<file path="config.mk">
export PLATFORM = sky130hd
export DESIGN_NAME = wildcard_match_dp_top
export DESIGN_NICKNAME = d
export VERILOG_FILES = /design/src/rtl/wmd_pkg.sv /design/src/rtl/wildcard_match_dp_top.sv /design/src/rtl/wmd_ctrl.sv /design/src/rtl/wmd_datapath.sv
export SDC_FILE = /design/constraint.sdc
export NUM_CORES = 1
export LEC_CHECK = 0
export ABC_AREA = 0
export BUFFER_PORTS_ARGS = -buffer_cell sky130_fd_sc_hd__buf_2
export CORE_ASPECT_RATIO = 2
export CORE_UTILIZATION = 35
export CTS_CLUSTER_DIAMETER = 80
export DETAILED_ROUTE_END_ITERATION = 6
export GPL_TIMING_DRIVEN = 0
export PLACE_DENSITY = 0.47
export SKIP_CTS_REPAIR_TIMING = 1
export SLEW_MARGIN = 20
export SYNTH_ARGS = -nofsm -noshare
export SYNTH_HDL_FRONTEND = slang
export SYNTH_SLANG_ARGS = --single-unit
</file>
<file path="constraint.sdc">
create_clock -name clock -period 14.79 [get_ports clock]
set_input_delay 2.958 -clock clock [delete_from_list [all_inputs] [get_ports clock]]
set_output_delay 2.958 -clock clock [all_outputs]
set_load 0.005 [all_outputs]
</file>
<file path="src/rtl/wmd_pkg.sv">
// wmd_pkg: shared constants, opcodes and controller/datapath bundles
// for the wildcard matcher. No dependencies.

package wmd_pkg;

   // Longest pattern the store holds
   localparam int MAX_PATTERN = 64;
   localparam int LEN_W       = $clog2(MAX_PATTERN + 1);
   localparam int ADDR_W      = (MAX_PATTERN > 1) ? $clog2(MAX_PATTERN) : 1;
   localparam int SYM_W       = 8;

   localparam logic [LEN_W-1:0] MAX_LEN = LEN_W'(MAX_PATTERN);

   // Request opcodes
   localparam logic [1:0] OP_CLEAR  = 2'd0;
   localparam logic [1:0] OP_APPEND = 2'd1;
   localparam logic [1:0] OP_TEXT   = 2'd2;
   localparam logic [1:0] OP_END    = 2'd3;

   // Pattern symbols with special meaning
   localparam logic [SYM_W-1:0] SYM_STAR = 8'h2A;
   localparam logic [SYM_W-1:0] SYM_ANY  = 8'h3F;

   // Commands from controller to datapath
   typedef struct packed {
      logic              clear;      // empty the pattern
      logic              append;     // append req symbol to the pattern
      logic              txt_zero;   // text char against an empty pattern
      logic              txt_start;  // latch symbol, open a column walk
      logic              step;       // evaluate one pattern column
      logic              commit;     // last column: commit the new row
      logic              end_load;   // load the result register
      logic [ADDR_W-1:0] col;        // column under evaluation
      logic [ADDR_W-1:0] rd_addr;    // pattern store read address
   } wmd_cmd_type;

   // Status from datapath to controller
   typedef struct packed {
      logic [LEN_W-1:0] len;
   } wmd_status_type;

endpackage

</file>
<file path="src/rtl/wildcard_match_dp_top.sv">
// Glob matcher ('?' and '*') over a streamed text against a stored pattern.
// Clear, append and end of text need no column walk; a text character walks
// the L columns of a pattern of length L, one column per cycle, paced by
// the single read port of the pattern store. A result appears the cycle
// after its end-of-text transfer. Reset clears length, the empty-text and
// current rows and the started and overflow flags, not the pattern store.

module wildcard_match_dp_top
   import wmd_pkg::*;
(
   input  logic             clock,
   input  logic             reset,
   input  logic             req_valid,
   output logic             req_stall,
   input  logic [1:0]       req_opcode,
   input  logic [SYM_W-1:0] req_symbol,
   output logic             rsp_valid,
   input  logic             rsp_stall,
   output logic             rsp_matched,
   output logic             rsp_pattern_too_long
);

   wmd_cmd_type    cmd;
   wmd_status_type status;

   // Sequencer
   wmd_ctrl u_ctrl (
      .clock      (clock),
      .reset      (reset),
      .req_valid  (req_valid),
      .req_stall  (req_stall),
      .req_opcode (req_opcode),
      .rsp_valid  (rsp_valid),
      .rsp_stall  (rsp_stall),
      .status     (status),
      .cmd        (cmd)
   );

   // Store, rows and result
   wmd_datapath u_datapath (
      .clock                (clock),
      .reset                (reset),
      .cmd                  (cmd),
      .req_symbol           (req_symbol),
      .status               (status),
      .rsp_matched          (rsp_matched),
      .rsp_pattern_too_long (rsp_pattern_too_long)
   );

endmodule

</file>
<file path="src/rtl/wmd_ctrl.sv">
// wmd_ctrl: request decode, column-walk sequencer and result valid.
// Depends on wmd_pkg.

module wmd_ctrl
   import wmd_pkg::*;
(
   input  logic           clock,
   input  logic           reset,
   input  logic           req_valid,
   output logic           req_stall,
   input  logic [1:0]     req_opcode,
   output logic           rsp_valid,
   input  logic           rsp_stall,
   input  wmd_status_type status,
   output wmd_cmd_type    cmd
);

   localparam logic ST_IDLE = 1'b0;
   localparam logic ST_RUN  = 1'b1;

   logic              state_ff, state_in;
   logic [ADDR_W-1:0] col_ff, col_in;
   logic              rsp_valid_ff, rsp_valid_in;
   logic              req_accept;
   logic              last_col;

   // Hold off while walking columns, or when an end has nowhere to go
   assign req_stall  = (state_ff == ST_RUN) ||
                       ((req_opcode == OP_END) && rsp_valid_ff && rsp_stall);
   assign req_accept = req_valid && !req_stall;
   assign rsp_valid  = rsp_valid_ff;
   assign last_col   = ({1'b0, col_ff} == LEN_W'(status.len - LEN_W'(1)));

   // Next state and command decode
   always_comb begin
      state_in     = state_ff;
      col_in       = col_ff;
      rsp_valid_in = rsp_valid_ff && rsp_stall;
      cmd          = '0;
      case (state_ff)
         ST_IDLE: begin
            if (req_accept) begin
               case (req_opcode)
                  OP_CLEAR:  cmd.clear  = 1'b1;
                  OP_APPEND: cmd.append = 1'b1;
                  OP_TEXT: begin
                     if (status.len == '0) begin
                        cmd.txt_zero = 1'b1;
                     end else begin
                        cmd.txt_start = 1'b1;
                        col_in        = '0;
                        state_in      = ST_RUN;
                     end
                  end
                  OP_END: begin
                     cmd.end_load = 1'b1;
                     rsp_valid_in = 1'b1;
                  end
                  default: ;
               endcase
            end
         end
         ST_RUN: begin
            cmd.step    = 1'b1;
            cmd.col     = col_ff;
            cmd.rd_addr = col_ff + ADDR_W'(1);
            col_in      = col_ff + ADDR_W'(1);
            if (last_col) begin
               cmd.commit = 1'b1;
               state_in   = ST_IDLE;
            end
         end
         default: state_in = ST_IDLE;
      endcase
   end

   // Control registers
   always_ff @(posedge clock) begin
      if (reset) begin
         state_ff     <= ST_IDLE;
         col_ff       <= '0;
         rsp_valid_ff <= 1'b0;
      end else begin
         state_ff     <= state_in;
         col_ff       <= col_in;
         rsp_valid_ff <= rsp_valid_in;
      end
   end

`ifndef ASSERT_OFF
   // A column walk only runs over a non-empty pattern
   a_run_len: assert property (@(posedge clock) disable iff (reset)
      (state_ff == ST_RUN) |-> (status.len != '0))
      else $error("column walk with empty pattern");

   // The column index stays inside the pattern
   a_col_range: assert property (@(posedge clock) disable iff (reset)
      (state_ff == ST_RUN) |-> ({1'b0, col_ff} < LEN_W'(status.len)))
      else $error("column index beyond pattern length");

   // An accepted end of text always yields a result next cycle
   a_end_rsp: assert property (@(posedge clock) disable iff (reset)
      (req_accept && (req_opcode == OP_END)) |=> rsp_valid_ff)
      else $error("end of text without result");

   // A started walk moves the sequencer into the run state
   a_walk_busy: assert property (@(posedge clock) disable iff (reset)
      cmd.txt_start |=> (state_ff == ST_RUN))
      else $error("column walk did not start");
`endif

endmodule

</file>
<file path="src/rtl/wmd_datapath.sv">
// wmd_datapath: pattern store, match rows, length/overflow and result regs.
// Depends on wmd_pkg; driven by wmd_ctrl commands.

module wmd_datapath
   import wmd_pkg::*;
(
   input  logic             clock,
   input  logic             reset,
   input  wmd_cmd_type      cmd,
   input  logic [SYM_W-1:0] req_symbol,
   output wmd_status_type   status,
   output logic             rsp_matched,
   output logic             rsp_pattern_too_long
);

   logic [SYM_W-1:0]       mem [MAX_PATTERN];
   logic [SYM_W-1:0]       pdata_ff;

   logic [LEN_W-1:0]       len_ff, len_in;
   logic [MAX_PATTERN-1:0] empty_row_ff, empty_row_in;
   logic [MAX_PATTERN-1:0] cur_row_ff, cur_row_in;
   logic [MAX_PATTERN-1:0] next_row_ff, next_row_in;
   logic                   started_ff, started_in;
   logic                   ovf_ff, ovf_in;
   logic                   left_ff, left_in;
   logic                   old0_ff, old0_in;
   logic [SYM_W-1:0]       sym_ff, sym_in;
   logic                   matched_ff, matched_in;
   logic                   too_long_ff, too_long_in;

   logic [ADDR_W-1:0]      len_idx;
   logic [ADDR_W-1:0]      len_prev;
   logic [ADDR_W-1:0]      col_prev;
   logic                   has_room;
   logic                   empty_prev;
   logic                   pat_star;
   logic                   pat_hit;
   logic                   cur_at;
   logic                   cur_prev;
   logic                   step_bit;
   logic [MAX_PATTERN-1:0] next_upd;

   assign status.len           = len_ff;
   assign rsp_matched          = matched_ff;
   assign rsp_pattern_too_long = too_long_ff;

   assign len_idx  = len_ff[ADDR_W-1:0];
   assign len_prev = len_idx - ADDR_W'(1);
   assign col_prev = cmd.col - ADDR_W'(1);
   assign has_room = (len_ff < MAX_LEN);

   // Empty-text bit of the prefix one shorter than the new one
   assign empty_prev = (len_ff == '0) ? 1'b1 : empty_row_ff[len_prev];

   // One column of the row update
   always_comb begin
      pat_star = (pdata_ff == SYM_STAR);
      pat_hit  = (pdata_ff == SYM_ANY) || (pdata_ff == sym_ff);
      cur_at   = cur_row_ff[cmd.col];
      cur_prev = (cmd.col == '0) ? old0_ff : cur_row_ff[col_prev];
      step_bit = pat_star ? (left_ff | cur_at) : (pat_hit & cur_prev);
      next_upd = next_row_ff;
      next_upd[cmd.col] = step_bit;
   end

   // Next values
   always_comb begin
      len_in       = len_ff;
      empty_row_in = empty_row_ff;
      cur_row_in   = cur_row_ff;
      next_row_in  = next_row_ff;
      started_in   = started_ff;
      ovf_in       = ovf_ff;
      left_in      = left_ff;
      old0_in      = old0_ff;
      sym_in       = sym_ff;
      matched_in   = matched_ff;
      too_long_in  = too_long_ff;

      if (cmd.clear) begin
         len_in       = '0;
         empty_row_in = '0;
         ovf_in       = 1'b0;
         cur_row_in   = '0;
         started_in   = 1'b0;
      end

      if (cmd.append) begin
         if (has_room) begin
            if ((req_symbol == SYM_STAR) && empty_prev) begin
               empty_row_in[len_idx] = 1'b1;
            end
            len_in = len_ff + LEN_W'(1);
         end else begin
            ovf_in = 1'b1;
         end
         cur_row_in = empty_row_in;
         started_in = 1'b0;
      end

      if (cmd.txt_zero) begin
         cur_row_in = '0;
         started_in = 1'b1;
      end

      if (cmd.txt_start) begin
         next_row_in = '0;
         left_in     = 1'b0;
         old0_in     = !started_ff;
         sym_in      = req_symbol;
      end

      if (cmd.step) begin
         next_row_in = next_upd;
         left_in     = step_bit;
      end

      if (cmd.commit) begin
         cur_row_in = next_upd;
         started_in = 1'b1;
      end

      if (cmd.end_load) begin
         if (ovf_ff) begin
            matched_in = 1'b0;
         end else if (len_ff == '0) begin
            matched_in = !started_ff;
         end else begin
            matched_in = cur_row_ff[len_prev];
         end
         too_long_in = ovf_ff;
         cur_row_in  = empty_row_ff;
         started_in  = 1'b0;
      end
   end

   // Pattern store: one write on append while there is room, one registered read per cycle
   always_ff @(posedge clock) begin
      if (cmd.append && has_room) begin
         mem[len_idx] <= req_symbol;
      end
      pdata_ff <= mem[cmd.rd_addr];
   end

   // Control state
   always_ff @(posedge clock) begin
      if (reset) begin
         len_ff       <= '0;
         empty_row_ff <= '0;
         cur_row_ff   <= '0;
         started_ff   <= 1'b0;
         ovf_ff       <= 1'b0;
      end else begin
         len_ff       <= len_in;
         empty_row_ff <= empty_row_in;
         cur_row_ff   <= cur_row_in;
         started_ff   <= started_in;
         ovf_ff       <= ovf_in;
      end
   end

   // Working and result payload
   always_ff @(posedge clock) begin
      next_row_ff <= next_row_in;
      left_ff     <= left_in;
      old0_ff     <= old0_in;
      sym_ff      <= sym_in;
      matched_ff  <= matched_in;
      too_long_ff <= too_long_in;
   end

endmodule

</file>
==> impl_results.md, run 1 <==
* Routability cong. at 0.990
* Clock transition at path regs at 60 ps
* Run status: complete, no violations
* TNS Setup at 0 ps
* R2R Path Start: u_ctrl.col_ff[1]
* Die area at 97900 sq um
* Worst hold path depth at 2
* RR Endpoint: u_datapath.next_row_ff[60]
* Clk_skew at 31.2 ps
* Fin. Hold Viols at 0
* Ys async rst share at 0
* FF+latch area at 20700 sq um
* Hold Path Sink: u_ctrl.rsp_valid
* Most common cell in the netlist: edfxtp_1
* Post-route ant nets at 0
* Period utilization at 0.519
* Maximum capacitance violations at 0
* Post-synth net total at 2815
* Vias/cell at 6.09
* Sequential area share after synthesis at 0.613
* Initial Util at 0.355
* Worst-path fanout max at 10
* Multi-input combinational cell area at 12100 sq um
* Yosys top cell area share at 0.522
* Peak VDD IR at 0.0000912 V
* Yosys warning total at 0
* Cell area after layout at 38000 sq um
* Number of I/O port buffers at 16
* Pin count of the biggest net entering global routing at 67
* Top cell type by total area after synthesis: edfxtp_1
* Top_reg_cell synth: edfxtp_1
* CTS H-Tree Depth at 3
* Worst reg-to-reg path cell count at 15
* Die W at 222 microns
* Crit path launch type: flip-flop
* TritonCTS clock tree: done
* Worst skew pair latency at 680 ps
* Final Max Tran Viols at 0
* CTS Buf Count at 73
* Mapped Cells at 2795
* FF-to-FF setup slack at 8360 ps
* Minimum clock period after layout at 7670 ps
* #FFs+latches synth at 741
* Min-delay worst type: reg -> reg
* DRC viols at 0
* Vias in the first global route at 26000
* Worst hold path startpoint: u_ctrl.rsp_valid
* Layout cells sized above 1 at 0.0945
* # IOs at 18
* Die Y at 441 microns
* Worst slew pin tran at 1200 ps
* Antenna violations before repair at 9
* Drt wl/cell at 36.5 microns
* Syn_area_per_cell at 12.1 sq um
* Yosys cell types at 79
* Req. time, crit path at 11830 ps
* Post-synth EDFFs at 588
* Global-route wire length before repair at 208000 microns
* Post-Route WL at 152000 microns
* Core area at 95300 sq um
* Crit end category: output pin
* Worst path arrival time at 4710 ps
* Slew HR at 0.180
* 1st-pass router iterations at 5
* P&R area growth vs syn at 12.6%
* Crit Path Class: reg -> out
* Most frequent cells after synthesis: edfxtp_1 (588), nor2_1 (300), nand2_1 (272), mux2i_1 (168), clkbuf_1 (154)
* Syn Std Cell Area at 33800 sq um
* Fillers at 9158
* Maximum clock rate at 130 MHz
* PD cells at 114 nW/um^2
* Largest cells by area after synthesis: edfxtp_1 (52%), dfxtp_1 (9.1%), mux2i_1 (5.0%)
* CTS Buffer Depth at 3
* Clk sinks at 741
* P_leak at 12.4 nW
* FP Rows at 160
* Vias post-DR at 25400
* GR Util All Layers at 0.313
* Initial drt markers at 2321
* Dpl cell area at 35700 sq um
* Global route overflow at 0
* Clk root buf: clkbuf_16
* RSZ-0062 raised after global routing: no
* Detailed placer's ending HPWL at 113000 microns
* # nets final at 2916
* Final setup viols at 0
through the flow:
stage	util	cells	worst slack (ps)	hold WS, ps	power, mW
2_1_floorplan	-	2795	8460	432	2.40
3_3_place_gp	0.371	4026	5890	474	2.49
3_5_place_dp	0.375	4036	7430	493	2.50
4_1_cts	0.399	4166	6670	504	4.35
5_1_grt	0.399	4167	6880	542	4.43
6_report	0.399	4171	7120	511	4.32
sequential cells by signal, summed over array words and instances (netlist names), 6 cells and up:
name	count
u_datapath.pdata_ff	8
u_datapath.next_row_ff	64
u_datapath.status	7
u_datapath.mem	512
u_datapath.cur_row_ff	64
u_datapath.sym_ff	8
u_ctrl.col_ff	6
u_datapath.empty_row_ff	64
logic make-up after synthesis:
group,synth area share
flops,0.613
xor+xnor,0.00777
fa+ha+maj,0.00222
simple gates,0.112
compound gates,0.139
mux,0.0954
buf+inv,0.0306
metal layers:
layer  wire length, microns  share of wire  global-route usage
met3                   6860          0.045              0.0503
met5                     48        0.00032                   0
met4                  19200           0.13               0.344
met1                  46000           0.30               0.278
met2                  80000           0.53               0.572
layout by cell type (no fill, tap or decap), drive strengths merged, types with 15 or more instances in the layout:
master	netlist	final
clkinv	1	36
or4	16	16
a21oi	109	109
xnor2	16	16
a32oi	22	22
nand2	272	272
a221oi	15	15
o221ai	56	56
a41oi	15	15
nand4	15	15
mux4	66	66
nand3	42	42
o22ai	64	64
dfxtp	153	153
a22oi	51	51
or3	28	28
nor2	300	300
inv	17	19
mux2i	168	168
clkbuf	154	241
o21ai	112	112
o211ai	84	84
nor2b	58	58
buf	79	105
edfxtp	588	588
a31oi	56	56
a211oi	63	63
nor3	65	65
area by class of cell:
| type | instances | area share |
|---|---|---|
| diodes | 5 | 0.000329 |
| inverters | 18 | 0.00184 |
| plain buffers | 233 | 0.0257 |
| well taps | 1215 | 0.0400 |
| multi-input cells | 1803 | 0.319 |
| clock inverters | 43 | 0.00931 |
| repair buffers | 26 | 0.00839 |
| clock buffers | 87 | 0.0511 |
| flip-flops and latches | 741 | 0.545 |
critical path, stage by stage, from the launching register on:
cell,delay [ps]
dfxtp_1,300
clkbuf_1,180
buf_2,270
inv_1,310
clkbuf_2,550
buf_1,700
clkbuf_1,550
clkbuf_1,740
o21ai_0,200
buf_2,180
worst max-delay path by stage:
stage                         start                        end  slack, ps
floorplan                 req_valid         u_datapath.left_ff       8460
global placement          req_valid  u_datapath.next_row_ff[4]       5890
detailed placement  u_ctrl.state_ff                  req_stall       7430
CTS                 u_ctrl.state_ff                  req_stall       6670
global route        u_ctrl.state_ff                  req_stall       6880
finish              u_ctrl.state_ff                  req_stall       7120
power breakdown:
part / switching [mW] / internal (mW) / leakage (nW)
Clock: 0.854 / 1.01 / 1.12
Combinational: 0.132 / 0.0539 / 4.69
Sequential: 0.0149 / 2.25 / 6.58
(Power assumes the default switching activity.)
==> run 2, diff against run 1 <==
PLACE_DENSITY = 0.49   (was 0.47)
clock period = 6.8 ns   (was 14.79 ns; I/O delays follow)
==> run 2 against run 1 <==
Effect of this change:
- the flow now finishes with violations (DRC)
- utilization grew 0.087 points
- non-clock buffer count shrank 2
- largest cell class unchanged
- sequential share of layout area shrank 0.12 points
- register-to-register slack lost 8100 ps
- via count shrank 0.22%
==> impl_results.md, run 2 (synthesis gave the netlist of run 1 again) <==
* Run status: finished with violations
* Failing checks: DRC
* Final setup viols at 0 (unchanged)
* RSZ-0062 raised after global routing: no
* Global route overflow at 0 (unchanged)
* Die Y at 441 microns (unchanged)
* DRC viols at 2 (+2)
* Post-Route WL at 149000 microns (-2.1%)
* Die W at 222 microns (unchanged)
* Die area at 97900 sq um (unchanged)
* Maximum clock rate at 153 MHz
* Worst skew pair latency at 690 ps (about the same)
* CTS Buf Count at 72 (-1.4%)
* Initial Util at 0.355 (unchanged)
* Fillers at 9202 (+0.48%)
* Initial drt markers at 2169 (-6.5%)
* Worst slew pin tran at 1170 ps (-30.7 ps)
* Pin count of the biggest net entering global routing at 67 (unchanged)
* Crit Path Class: reg -> reg
* Antenna violations before repair at 7 (-2)
* Maximum capacitance violations at 0 (unchanged)
* Req. time, crit path at 7190 ps (-4640 ps)
* Clk root buf: clkbuf_16
* Global-route wire length before repair at 205000 microns (-1.6%)
* Slew HR at 0.201 (+0.0210)
* 1st-pass router iterations at 7 (+2)
* CTS Buffer Depth at 3 (unchanged)
* P&R area growth vs syn at 12.8%
* Layout cells sized above 1 at 0.0952 (+0.000645)
* Vias post-DR at 25300 (-0.22%)
* Worst hold path depth at 2 (unchanged)
* GR Util All Layers at 0.305 (-0.00737)
* Minimum clock period after layout at 6530 ps
* TritonCTS clock tree: done
* Multi-input combinational cell area at 12100 sq um (-0.23%)
* Clock transition at path regs at 70 ps (about the same)
* Clk_skew at 17.2 ps (-14.0 ps)
* Commonest non-fill, non-tap cell in the layout: edfxtp_1
* Min-delay worst type: reg -> reg
* Crit path launch type: flip-flop
* Worst reg-to-reg path cell count at 14 (-1)
* Max reg flops at 512 (unchanged)
* Final Max Tran Viols at 0 (unchanged)
* Period utilization at 0.960
* FP Rows at 160 (unchanged)
* Worst-path fanout max at 10 (unchanged)
* Finished Core Util at 0.400 (+0.000866)
* Most frequent cells in the layout: edfxtp_1 (588), nor2_1 (298), nand2_1 (272)
* P_leak at 12.4 nW (+0.34%)
* # nets final at 2913 (-0.10%)
* Vias in the first global route at 26000 (-0.12%)
* Clk sinks at 741 (unchanged)
* PD cells at 253 nW/um^2 (+120%)
* Worst path arrival time at 6920 ps (+2210 ps)
* CTS H-Tree Depth at 3 (unchanged)
* Number of I/O port buffers at 16 (unchanged)
* Dpl ws at 556 ps (-6870 ps)
* Crit end category: flip-flop
* Post-route ant nets at 0 (unchanged)
* FF+latch area at 20700 sq um (unchanged)
* # IOs at 18 (unchanged)
* Fin. Hold Viols at 0 (unchanged)
* Routability cong. at 1.00 (+1.4%)
* Top reg by flops: u_datapath.mem
* Vias/cell at 6.08 (-0.22%)
* Peak VDD IR at 0.000147 V (+61%)
* Core area at 95300 sq um (unchanged)
* Drt wl/cell at 35.7 microns (-2.1%)
* Detailed placer's ending HPWL at 110000 microns (-2.8%)
* Worst setup margin at 274 ps (-6850 ps)
run 2: layout make-up:
| type | instances | share of cell area |
|---|---|---|
| flip-flops and latches | 741 | 0.543 |
| multi-input cells | 1803 | 0.317 |
| clock buffers | 93 | 0.0537 |
| well taps | 1215 | 0.0399 |
| plain buffers | 233 | 0.0256 |
| clock inverters | 40 | 0.0116 |
| repair buffers | 24 | 0.00633 |
| inverters | 18 | 0.00184 |
| diodes | 4 | 0.000263 |
run 2: per-stage QoR:
step                      TNS (ps)  hold slack [ps]  instances  cell area [sq um]  total power, mW
after floorplan                  0              432       2795              33800             5.21
after global placement      -54860              478       4026              35400             5.41
after detailed placement         0              496       4034              35600             5.42
after CTS                        0              512       4167              38100             9.70
after global routing             0              534       4168              38100             9.88
final                            0              519       4171              38100             9.66
run 2: metal layers:
layer | routed length [microns] | vias up | share of wire | GRT usage
met5 | 39 | - | 0.00026 | 0
met4 | 19300 | 6 | 0.13 | 0.343
met3 | 6930 | 488 | 0.047 | 0.0475
met2 | 77200 | 1131 | 0.52 | 0.555
met1 | 45300 | 12700 | 0.30 | 0.272
li1 | - | 11000 | - | -
run 2: critical path, stage by stage (launching register included):
cell and delay [ps]:
dfxtp_1 330, clkbuf_1 600, buf_1 660, nand2_1 410, ha_1 450, or2_2 330
mux2i_1 860, nand3_1 220, nand4_1 200, a21oi_1 110, nor4_1 420, o41ai_2 230
clkbuf_1 330, mux2i_1 970, nor2_1 90
run 2: path summary, 6_finish.rpt:
check,from,to,slack (ps)
worst max-delay path,u_ctrl.col_ff[1],u_datapath.next_row_ff[22],270
worst min-delay path,u_ctrl.rsp_valid,u_ctrl.rsp_valid,520
worst max register to register,u_ctrl.col_ff[1],u_datapath.next_row_ff[22],270
worst min register to register,u_ctrl.rsp_valid,u_ctrl.rsp_valid,520
run 2: power breakdown:
group | internal, mW | total (mW) | switching (mW)
Clock | 2.48 | 4.33 | 1.85
Sequential | 4.90 | 4.94 | 0.0353
Combinational | 0.112 | 0.392 | 0.280
Total | 7.49 | 9.66 | 2.17
